`src/rtl/lrc_line_parser_macros.svh`:
```
// Assertion macros shared by the lyrics line parser RTL.
// Each expects clk and rst in the scope where it is used.
`ifndef LRC_LINE_PARSER_MACROS_SVH
`define LRC_LINE_PARSER_MACROS_SVH

// Same-cycle implication check.
`define LRC_ASSERT_NOW(name, cond, prop) \
  name: assert property (@(posedge clk) disable iff (rst) (cond) |-> (prop)) \
    else $error("lrc_line_parser: same-cycle check failed");

// Next-cycle implication check.
`define LRC_ASSERT_NEXT(name, cond, prop) \
  name: assert property (@(posedge clk) disable iff (rst) (cond) |=> (prop)) \
    else $error("lrc_line_parser: next-cycle check failed");

`endif

```
`src/rtl/lrc_lp_pkg.sv`:
```
// Package for the lyrics line parser: field widths, line kinds, byte codes,
// time scale constants and the line snapshot passed from scan to classify.
package lrc_lp_pkg;

  localparam int MAX_LINE_DEF = 1024;
  localparam int TEXT_OFF_W   = 11;
  localparam int TIME_W       = 23;
  localparam int KIND_W       = 3;
  localparam int VAL_W        = 7;

  localparam logic [KIND_W-1:0] KIND_BLANK  = 3'd0;
  localparam logic [KIND_W-1:0] KIND_TIMED  = 3'd1;
  localparam logic [KIND_W-1:0] KIND_TITLE  = 3'd2;
  localparam logic [KIND_W-1:0] KIND_ARTIST = 3'd3;
  localparam logic [KIND_W-1:0] KIND_OTHER  = 3'd4;

  localparam logic [7:0] CH_SPACE = 8'h20;
  localparam logic [7:0] CH_TAB   = 8'h09;
  localparam logic [7:0] CH_CR    = 8'h0D;
  localparam logic [7:0] CH_LF    = 8'h0A;
  localparam logic [7:0] CH_OPEN  = 8'h5B;
  localparam logic [7:0] CH_CLOSE = 8'h5D;
  localparam logic [7:0] CH_COLON = 8'h3A;
  localparam logic [7:0] CH_DOT   = 8'h2E;
  localparam logic [7:0] CH_ZERO  = 8'h30;
  localparam logic [7:0] CH_NINE  = 8'h39;
  localparam logic [7:0] CH_UP_A  = 8'h41;
  localparam logic [7:0] CH_UP_Z  = 8'h5A;
  localparam logic [7:0] CH_LO_T  = 8'h74;
  localparam logic [7:0] CH_LO_I  = 8'h69;
  localparam logic [7:0] CH_LO_A  = 8'h61;
  localparam logic [7:0] CH_LO_R  = 8'h72;

  localparam int MS_PER_MIN   = 60000;
  localparam int MS_PER_SEC   = 1000;
  localparam int MS_PER_CENTI = 10;
  localparam logic [TIME_W-1:0] MAX_TIME_MS = 23'd6039990;

  typedef struct packed {
    logic                  started;
    logic                  timed;
    logic [VAL_W-1:0]      minutes;
    logic [VAL_W-1:0]      seconds;
    logic [VAL_W-1:0]      centis;
    logic                  text_seen;
    logic [TEXT_OFF_W-1:0] text_start;
    logic                  tag_ok;
    logic                  title_ok;
    logic                  artist_ok;
  } snap_t;

endpackage

```
`src/rtl/lrc_lp_scan.sv`:
```
// Per-line running state of the lyrics line parser: timestamp sequencer,
// tag matcher and positions. Depends on lrc_lp_pkg and the macro header.
`include "lrc_line_parser_macros.svh"
module lrc_lp_scan #(
  parameter int MAX_LINE = lrc_lp_pkg::MAX_LINE_DEF
) (
  input  logic              clk,
  input  logic              rst,
  input  logic              step,
  input  logic [7:0]        data_byte,
  input  logic              end_of_content,
  output logic              line_done,
  output lrc_lp_pkg::snap_t snap
);
  import lrc_lp_pkg::*;

  localparam int POS_W = $clog2(MAX_LINE + 1);
  localparam logic [POS_W-1:0] POS_MAX = POS_W'(MAX_LINE);

  typedef enum logic [10:0] {
    PH_OPEN   = 11'b000_0000_0001,
    PH_MIN    = 11'b000_0000_0010,
    PH_MIN2   = 11'b000_0000_0100,
    PH_SEC1   = 11'b000_0000_1000,
    PH_SEC2   = 11'b000_0001_0000,
    PH_DOT    = 11'b000_0010_0000,
    PH_CEN1   = 11'b000_0100_0000,
    PH_CEN2   = 11'b000_1000_0000,
    PH_CLOSE  = 11'b001_0000_0000,
    PH_TEXT   = 11'b010_0000_0000,
    PH_FAIL   = 11'b100_0000_0000
  } phase_t;

  typedef struct packed {
    logic [POS_W-1:0] raw_pos;
    logic [2:0]       trim_pos;
    logic             started;
    phase_t           phase;
    logic             min_two;
    logic [VAL_W-1:0] min_val;
    logic [VAL_W-1:0] sec_val;
    logic [VAL_W-1:0] cen_val;
    logic             text_seen;
    logic [POS_W-1:0] text_start;
    logic             prefix_ok;
    logic             title_ok;
    logic             artist_ok;
    logic [1:0]       close_cnt;
    logic             last_close;
  } scan_st_t;

  localparam scan_st_t ST_CLEAR = '{
    raw_pos: '0, trim_pos: 3'd0, started: 1'b0, phase: PH_OPEN, min_two: 1'b0,
    min_val: '0, sec_val: '0, cen_val: '0, text_seen: 1'b0, text_start: '0,
    prefix_ok: 1'b1, title_ok: 1'b1, artist_ok: 1'b1, close_cnt: 2'd0,
    last_close: 1'b0
  };

  scan_st_t st;
  scan_st_t st_next;
  scan_st_t view;

  logic             is_lf;
  logic             blank;
  logic             dig;
  logic [VAL_W-1:0] dval;
  logic [VAL_W-1:0] dval10;
  logic [7:0]       lc;

  assign is_lf    = (data_byte == CH_LF);
  assign line_done = is_lf || end_of_content;
  assign blank    = (data_byte == CH_SPACE) || (data_byte == CH_TAB) ||
                    (data_byte == CH_CR) || is_lf;
  assign dig      = (data_byte >= CH_ZERO) && (data_byte <= CH_NINE);
  assign dval     = dig ? {3'b000, data_byte[3:0]} : '0;
  assign dval10   = (dval << 3) + (dval << 1);
  assign lc       = ((data_byte >= CH_UP_A) && (data_byte <= CH_UP_Z)) ?
                    (data_byte | 8'h20) : data_byte;

  always_comb begin
    st_next = st;
    if (st.raw_pos != POS_MAX) begin
      st_next.raw_pos = st.raw_pos + 1'b1;
    end
    if (st.started || !blank) begin
      st_next.started = 1'b1;
      if (st.trim_pos != 3'd4) begin
        st_next.trim_pos = st.trim_pos + 3'd1;
      end
      unique case (st.phase)
        PH_OPEN: st_next.phase = (data_byte == CH_OPEN) ? PH_MIN : PH_FAIL;
        PH_MIN: begin
          if (dig) begin
            st_next.min_val = dval;
            st_next.phase   = PH_MIN2;
          end else begin
            st_next.phase = PH_FAIL;
          end
        end
        PH_MIN2: begin
          if (dig && !st.min_two) begin
            st_next.min_val = ((st.min_val << 3) + (st.min_val << 1)) + dval;
            st_next.min_two = 1'b1;
          end else if (data_byte == CH_COLON) begin
            st_next.phase = PH_SEC1;
          end else begin
            st_next.phase = PH_FAIL;
          end
        end
        PH_SEC1: begin
          st_next.sec_val = dval10;
          st_next.phase   = dig ? PH_SEC2 : PH_FAIL;
        end
        PH_SEC2: begin
          st_next.sec_val = st.sec_val + dval;
          st_next.phase   = dig ? PH_DOT : PH_FAIL;
        end
        PH_DOT: st_next.phase = (data_byte == CH_DOT) ? PH_CEN1 : PH_FAIL;
        PH_CEN1: begin
          st_next.cen_val = dval10;
          st_next.phase   = dig ? PH_CEN2 : PH_FAIL;
        end
        PH_CEN2: begin
          st_next.cen_val = st.cen_val + dval;
          st_next.phase   = dig ? PH_CLOSE : PH_FAIL;
        end
        PH_CLOSE: st_next.phase = (data_byte == CH_CLOSE) ? PH_TEXT : PH_FAIL;
        PH_TEXT: begin
          if (!blank && !st.text_seen) begin
            st_next.text_seen  = 1'b1;
            st_next.text_start = st.raw_pos;
          end
        end
        PH_FAIL: st_next.phase = PH_FAIL;
        default: st_next.phase = PH_FAIL;
      endcase
      case (st.trim_pos)
        3'd0: begin
          if (data_byte != CH_OPEN) st_next.prefix_ok = 1'b0;
        end
        3'd1: begin
          if (lc != CH_LO_T) st_next.title_ok = 1'b0;
          if (lc != CH_LO_A) st_next.artist_ok = 1'b0;
        end
        3'd2: begin
          if (lc != CH_LO_I) st_next.title_ok = 1'b0;
          if (lc != CH_LO_R) st_next.artist_ok = 1'b0;
        end
        3'd3: begin
          if (data_byte != CH_COLON) st_next.prefix_ok = 1'b0;
        end
        default: begin
          if ((data_byte == CH_CLOSE) && (st.close_cnt != 2'd3)) begin
            st_next.close_cnt = st.close_cnt + 2'd1;
          end
        end
      endcase
      if (!blank) st_next.last_close = (data_byte == CH_CLOSE);
    end
  end

  // an LF closes the line before it is scanned
  assign view = is_lf ? st : st_next;

  always_comb begin
    snap.started    = view.started;
    snap.timed      = (view.phase == PH_TEXT);
    snap.minutes    = view.min_val;
    snap.seconds    = view.sec_val;
    snap.centis     = view.cen_val;
    snap.text_seen  = view.text_seen;
    snap.text_start = TEXT_OFF_W'(view.text_start);
    snap.tag_ok     = view.prefix_ok && (view.close_cnt == 2'd1) && view.last_close;
    snap.title_ok   = view.title_ok;
    snap.artist_ok  = view.artist_ok;
  end

  always_ff @(posedge clk) begin
    if (rst) begin
      st <= ST_CLEAR;
    end else if (step) begin
      st <= line_done ? ST_CLEAR : st_next;
    end
  end

  `LRC_ASSERT_NEXT(a_clear_after_line, step && line_done, st == ST_CLEAR)
  `LRC_ASSERT_NOW(a_timed_needs_content, st.phase == PH_TEXT, st.started)
  `LRC_ASSERT_NOW(a_close_needs_content, st.close_cnt != 2'd0, st.started)

endmodule

```
`src/rtl/lrc_lp_classify.sv`:
```
// Line classification and millisecond time for the lyrics line parser.
// Depends on lrc_lp_pkg for the snapshot type and line kinds.
module lrc_lp_classify (
  input  lrc_lp_pkg::snap_t                   snap,
  output logic [lrc_lp_pkg::KIND_W-1:0]       line_kind,
  output logic [lrc_lp_pkg::TIME_W-1:0]       time_ms,
  output logic                                text_found,
  output logic [lrc_lp_pkg::TEXT_OFF_W-1:0]   text_offset
);
  import lrc_lp_pkg::*;

  logic [TIME_W-1:0] ms_sum;

  assign ms_sum = TIME_W'(snap.minutes) * TIME_W'(MS_PER_MIN) +
                  TIME_W'(snap.seconds) * TIME_W'(MS_PER_SEC) +
                  TIME_W'(snap.centis)  * TIME_W'(MS_PER_CENTI);

  always_comb begin
    line_kind   = KIND_OTHER;
    time_ms     = '0;
    text_found  = 1'b0;
    text_offset = '0;
    if (!snap.started) begin
      line_kind = KIND_BLANK;
    end else if (snap.timed) begin
      line_kind  = KIND_TIMED;
      time_ms    = ms_sum;
      text_found = snap.text_seen;
      if (snap.text_seen) text_offset = snap.text_start;
    end else if (snap.tag_ok) begin
      if (snap.title_ok) begin
        line_kind = KIND_TITLE;
      end else if (snap.artist_ok) begin
        line_kind = KIND_ARTIST;
      end
    end
  end

endmodule

```
`src/rtl/lrc_line_parser.sv`:
```
// Lyrics line parser top level: input register, line scanner, classifier
// and result register. Depends on lrc_lp_pkg, lrc_lp_scan, lrc_lp_classify.
//
// Input channel: one content byte per request (data_byte, end_of_content),
// taken when in_valid is high and in_stall low. Output channel: one result
// per line (line_kind, time_ms, text_found, text_offset), taken when
// out_valid is high and out_stall low. A line ends at LF or at a byte with
// end_of_content set; other bytes give no result.
// Throughput: one byte per cycle while no result is stalled, set by the
// single-pass scan between the input register and the result register.
// A closing byte passes the input register, and its result the result
// register. Reset clears both valid flags and all line state; the next
// byte starts a new line. While a result is stalled, one more byte is
// held in the input register, then in_stall rises till the result is taken.
`include "lrc_line_parser_macros.svh"
module lrc_line_parser #(
  parameter int MAX_LINE = lrc_lp_pkg::MAX_LINE_DEF
) (
  input  logic                                clk,
  input  logic                                rst,
  input  logic                                in_valid,
  output logic                                in_stall,
  input  logic [7:0]                          data_byte,
  input  logic                                end_of_content,
  output logic                                out_valid,
  input  logic                                out_stall,
  output logic [lrc_lp_pkg::KIND_W-1:0]       line_kind,
  output logic [lrc_lp_pkg::TIME_W-1:0]       time_ms,
  output logic                                text_found,
  output logic [lrc_lp_pkg::TEXT_OFF_W-1:0]   text_offset
);
  import lrc_lp_pkg::*;

  logic                  s1_valid;
  logic [7:0]            s1_byte;
  logic                  s1_eoc;
  logic                  advance;
  logic                  step;
  logic                  line_done;
  snap_t                 snap;
  logic [KIND_W-1:0]     kind_c;
  logic [TIME_W-1:0]     ms_c;
  logic                  found_c;
  logic [TEXT_OFF_W-1:0] off_c;

  assign advance  = !out_valid || !out_stall;
  assign in_stall = s1_valid && !advance;
  assign step     = s1_valid && advance;

  always_ff @(posedge clk) begin
    if (rst) begin
      s1_valid <= 1'b0;
    end else if (!in_stall) begin
      s1_valid <= in_valid;
    end
  end

  always_ff @(posedge clk) begin
    if (!in_stall && in_valid) begin
      s1_byte <= data_byte;
      s1_eoc  <= end_of_content;
    end
  end

  lrc_lp_scan #(
    .MAX_LINE(MAX_LINE)
  ) u_scan (
    .clk            (clk),
    .rst            (rst),
    .step           (step),
    .data_byte      (s1_byte),
    .end_of_content (s1_eoc),
    .line_done      (line_done),
    .snap           (snap)
  );

  lrc_lp_classify u_classify (
    .snap        (snap),
    .line_kind   (kind_c),
    .time_ms     (ms_c),
    .text_found  (found_c),
    .text_offset (off_c)
  );

  always_ff @(posedge clk) begin
    if (rst) begin
      out_valid <= 1'b0;
    end else if (advance) begin
      out_valid <= step && line_done;
    end
  end

  always_ff @(posedge clk) begin
    if (step && line_done) begin
      line_kind   <= kind_c;
      time_ms     <= ms_c;
      text_found  <= found_c;
      text_offset <= off_c;
    end
  end

  `LRC_ASSERT_NOW(a_untimed_zero, out_valid && (line_kind != KIND_TIMED), (time_ms == '0) && !text_found)
  `LRC_ASSERT_NOW(a_offset_needs_text, out_valid && !text_found, text_offset == '0)
  `LRC_ASSERT_NOW(a_time_range, out_valid, time_ms <= MAX_TIME_MS)

endmodule

```
`config.mk`:
```
export PLATFORM = sky130hd
export DESIGN_NAME = lrc_line_parser
export DESIGN_NICKNAME = d
export VERILOG_FILES = /design/src/rtl/lrc_lp_pkg.sv /design/src/rtl/lrc_lp_scan.sv /design/src/rtl/lrc_lp_classify.sv /design/src/rtl/lrc_line_parser.sv
export VERILOG_INCLUDE_DIRS = /design/src /design/src/rtl
export SDC_FILE = /design/constraint.sdc
export NUM_CORES = 1
export LEC_CHECK = 0
export BUFFER_PORTS_ARGS = -buffer_cell sky130_fd_sc_hd__buf_2
export CORE_UTILIZATION = 45
export DETAILED_ROUTE_END_ITERATION = 12
export HOLD_SLACK_MARGIN = 0.06
export PLACE_DENSITY = 0.7
export SKIP_CTS_REPAIR_TIMING = 1
export SLEW_MARGIN = 10
export SYNTH_ARGS = -nofsm -noshare
export SYNTH_HDL_FRONTEND = slang
export SYNTH_SLANG_ARGS = --single-unit
```
`constraint.sdc`:
```
create_clock -name clk -period 10.7 [get_ports clk]
set_input_delay 0 -clock clk [delete_from_list [all_inputs] [get_ports clk]]
set_output_delay 0 -clock clk [all_outputs]
set_load 0.1 [all_outputs]
```
==> summary.txt <==
STA
  • RSZ-0062 raised after global routing: no
  • Relative slew slack: 13.1%
  • Worst-Margin Slew: ~1.3 ns
  • Setup Total Neg Slack: 0 ns
  • Max Slew Vio Count: 0
  • Tmin final: 9.21 ns
  • Period utilization: 86.0%
  • Final setup fails: 0
  • Skew final: 0.00953 ns
  • Fin. Hold Viols: 0
  • FMAX: 109 MHz
  • Setup slack after layout: approximately 1.5 ns

Yosys
  • Warnings, synthesis: 0
  • Post-synthesis compound-gate area fraction: 17.4%
  • Gate Count Post-Synth: 1166
  • EDFF count, synth: 46
  • Register area share after synthesis: 26.7%
  • Synth Area in XOR/XNOR: 4.61%
  • Post-synth top flop: dfxtp_1
  • Mapped cell area: 10300 µm²
  • Asr flop ratio synth: 0%
  • Share of the synthesized area in the top cell type: 16.6%
  • Post-Syn Nets: 1360
  • Simple-gate share of the synthesized area: between 15 and 20%
  • Largest family of logic cells by synthesized area: adder cells
  • Yosys cell types: 85
  • Top cells by area, synth: ha_1, edfxtp_1, dfxtp_1, fa_1, nor2_1
  • Seq cells post-synth: approximately 110
  • Area leader, netlist: ha_1
  • Post-Synth Adder-Cell Area: between 20 and 30%
  • Mux contribution to synthesized area: 0.891%
  • Synth Area per Inst: 8.79 µm²

Route
  • Final ANT Viol Nets: 0
  • Wl on met1: between 10000 and 15000 µm
  • Number of DRC markers in iteration 0: between 600 and 700
  • Drt pass-1 iters: 5
  • Via count of the routed design: 8581
  • DRC viols: 0
  • Routed WL: about 24000 µm
  • DR vias/cell: 5.70
  • Length of routed met2 wiring: 11700 µm
  • Met3 routed WL: ~1000 µm
  • Wire length per cell: 16.2 µm
  • Max layer used: met4

Worst setup path
  • Worst-path cell with the longest stage delay: edfxtp_1
  • Startpoint types: register
  • Worst setup EP type: register
  • R2R Path End: time_ms[22]
  • Crit-path max FO: 16
  • CP Launch Point: s1_byte[2]
  • Reg-to-reg slack, setup: 1.49 ns
  • WP data arrival: roughly 9.5 ns
  • RR Startpoint: s1_byte[2]
  • Crit path to: time_ms[22]
  • Slowest stage delay, CP: 0.62 ns
  • Critical path class: reg2reg
  • Worst endpoint required time: 10.97 ns
  • Reg2Reg Depth: 34

Power and ir drop
  • Clock power frac: 52.9%
  • Pwr dens: 97.4 nW/µm²
  • P_int: 847 µW
  • Switching Fraction: 24.0%
  • Combinational Power Share: approximately 5.6%
  • Final Power: 1110 µW
  • Reg power frac: 41.5%
  • Sw Pwr: ~270 µW
  • Worst VDD drop: 116 µV
  • P_leak: between 0.005 and 0.006 µW

Die
  • Die height: 153 µm
  • Die ar.: 23400 µm²
  • Rows: 54
  • Die X: 153 µm
  • Initial core utilization: 46.4%
  • IO Count: 53
  • Core Area: approximately 22000 µm²

Clock tree
  • H-tree levels: 4
  • CTS tree: yes
  • Clock sinks: 114
  • Total CTS buffers: 17
  • CTS max path bufs: 2
  • Root Buffer: clkbuf_16
  • Clock-pin transition on the worst setup and hold timing paths: around 0.06 ns
  • Clock Latency Late Sink: 0.42 ns

Final layout
  • Most frequent cells in the layout: nor2_1, ha_1, inv_1
  • Syn-to-layout area delta: 11.5%
  • Layout Nets: ~1400
  • Layout Cells excl Fill: 1505
  • Inserted Diodes: 0
  • Share of layout cells above drive strength 1: about 10%

Placement
  • Worst slack, placed: 1.56 ns
  • Placed cell count: 1462
  • Post-DP HPWL: between 15000 and 20000 µm
  • PortBufs: 51
  • Placer Congestion: 0.900

Status
  • Outcome: completed

Hold path
  • Hold Crit Class: in2reg

Global route
  • Largest net degree at the start of global routing: 57
  • First-pass GRT wire length: 39800 µm
  • Antenna violations before repair: 0
  • GR Util All Layers: 21.2%
  • Total congestion overflow: 0
  • Number of global-route vias before repair: 8082

Flow run
  • Max_cap viols: 0
==> worst min-delay path by stage <==
| stage | from | cells after the start | slack [ns] | endpoint |
|---|---|---|---|---|
| 2_1_floorplan | data_byte[0] | 0 | 0.1 | s1_byte[0] |
| 3_3_place_gp | end_of_content | 1 | 0.18 | s1_eoc |
| 3_5_place_dp | data_byte[0] | 1 | 0.18 | s1_byte[0] |
| 4_1_cts | data_byte[0] | 1 | -0.25 | s1_byte[0] |
| 5_1_grt | rst | 3 | 0.22 | u_scan.st[28] |
| 6_report | rst | 3 | 0.19 | u_scan.st[1] |
==> final cells by class <==
type	instances	area, µm²
repair buffers	72	440
flip-flops and latches	114	2740
clock buffers	20	447
fillers	1996	10700
inverters	116	435
well taps	280	350
clock inverters	12	156
multi-input cells	891	6860
==> critical path: cells and delay by family (launching register included) <==
kind                     cells  cell delay (ns)
flip-flops                   1             0.62
buffers and inverters        3             0.21
XOR/XNOR                     1             0.25
AO/OA/AOI/OAI               17             3.62
adder cells (fa/ha/maj)      9             3.51
AND/OR/NAND/NOR              4             0.86
==> per-layer routing <==
layer	vias up	track usage [%]
met4	0	7.31
met3	38	2.67
li1	4243	-
met5	-	0
met2	194	36.0
met1	4106	27.8
==> metrics by stage <==
step	cell area (µm²)	util, %	hold slack, ns
detailed placement	10700	48.5	0.183
CTS	11300	51.3	-0.254
global route	11400	51.8	0.217
finish	11400	51.8	0.194
global placement	10700	48.5	0.177
floorplan	10300	-	0.0989
==> cell usage after synthesis, types with 3 or more instances <==
master,instances
nor2_1,137
ha_1,136
inv_1,116
a21oi_1,73
nand2_1,72
dfxtp_1,68
o21ai_0,47
edfxtp_1,46
fa_1,45
a22oi_1,35
clkbuf_1,34
xnor2_1,32
nor3_1,28
xor2_1,22
nand3_1,18
a21o_1,16
nand3b_1,16
and3_1,15
nor2b_1,12
a31oi_1,11
nand2b_1,11
or2_2,11
a211oi_1,10
mux2i_1,8
a32oi_1,7
nand4_1,7
nor4_1,6
o31ai_1,6
and2_1,5
buf_6,5
o211ai_1,5
o21a_1,5
o22ai_1,5
or3_1,5
or4_1,5
a32o_1,4
buf_2,4
nor4b_1,4
o21bai_1,4
o2bb2ai_1,4
a22o_1,3
==> state kept, by name, indices dropped and copies added (netlist names) <==
register / cells
u_scan.st: 66
time_ms: 22
text_offset: 11
s1_byte: 8
line_kind: 3
out_valid: 1
s1_eoc: 1
s1_valid: 1
text_found: 1
==> logic make-up after synthesis <==
family	after synthesis
flip-flops	114
buffers and inverters	161
other	1
adder cells (fa/ha/maj)	183
XOR/XNOR	54
AND/OR/NAND/NOR	376
multiplexers	9
AO/OA/AOI/OAI	268
==> power by group through the flow <==
stage                     Clock [µW]  Combinational, µW  Sequential, µW
after floorplan                    0               37.3             476
after global placement             0               57.8             471
after detailed placement           0               58.5             471
after CTS                        592               59.1             462
after global routing             613               67.7             463
final                            589               62.4             462
(Power assumes the default switching activity.)
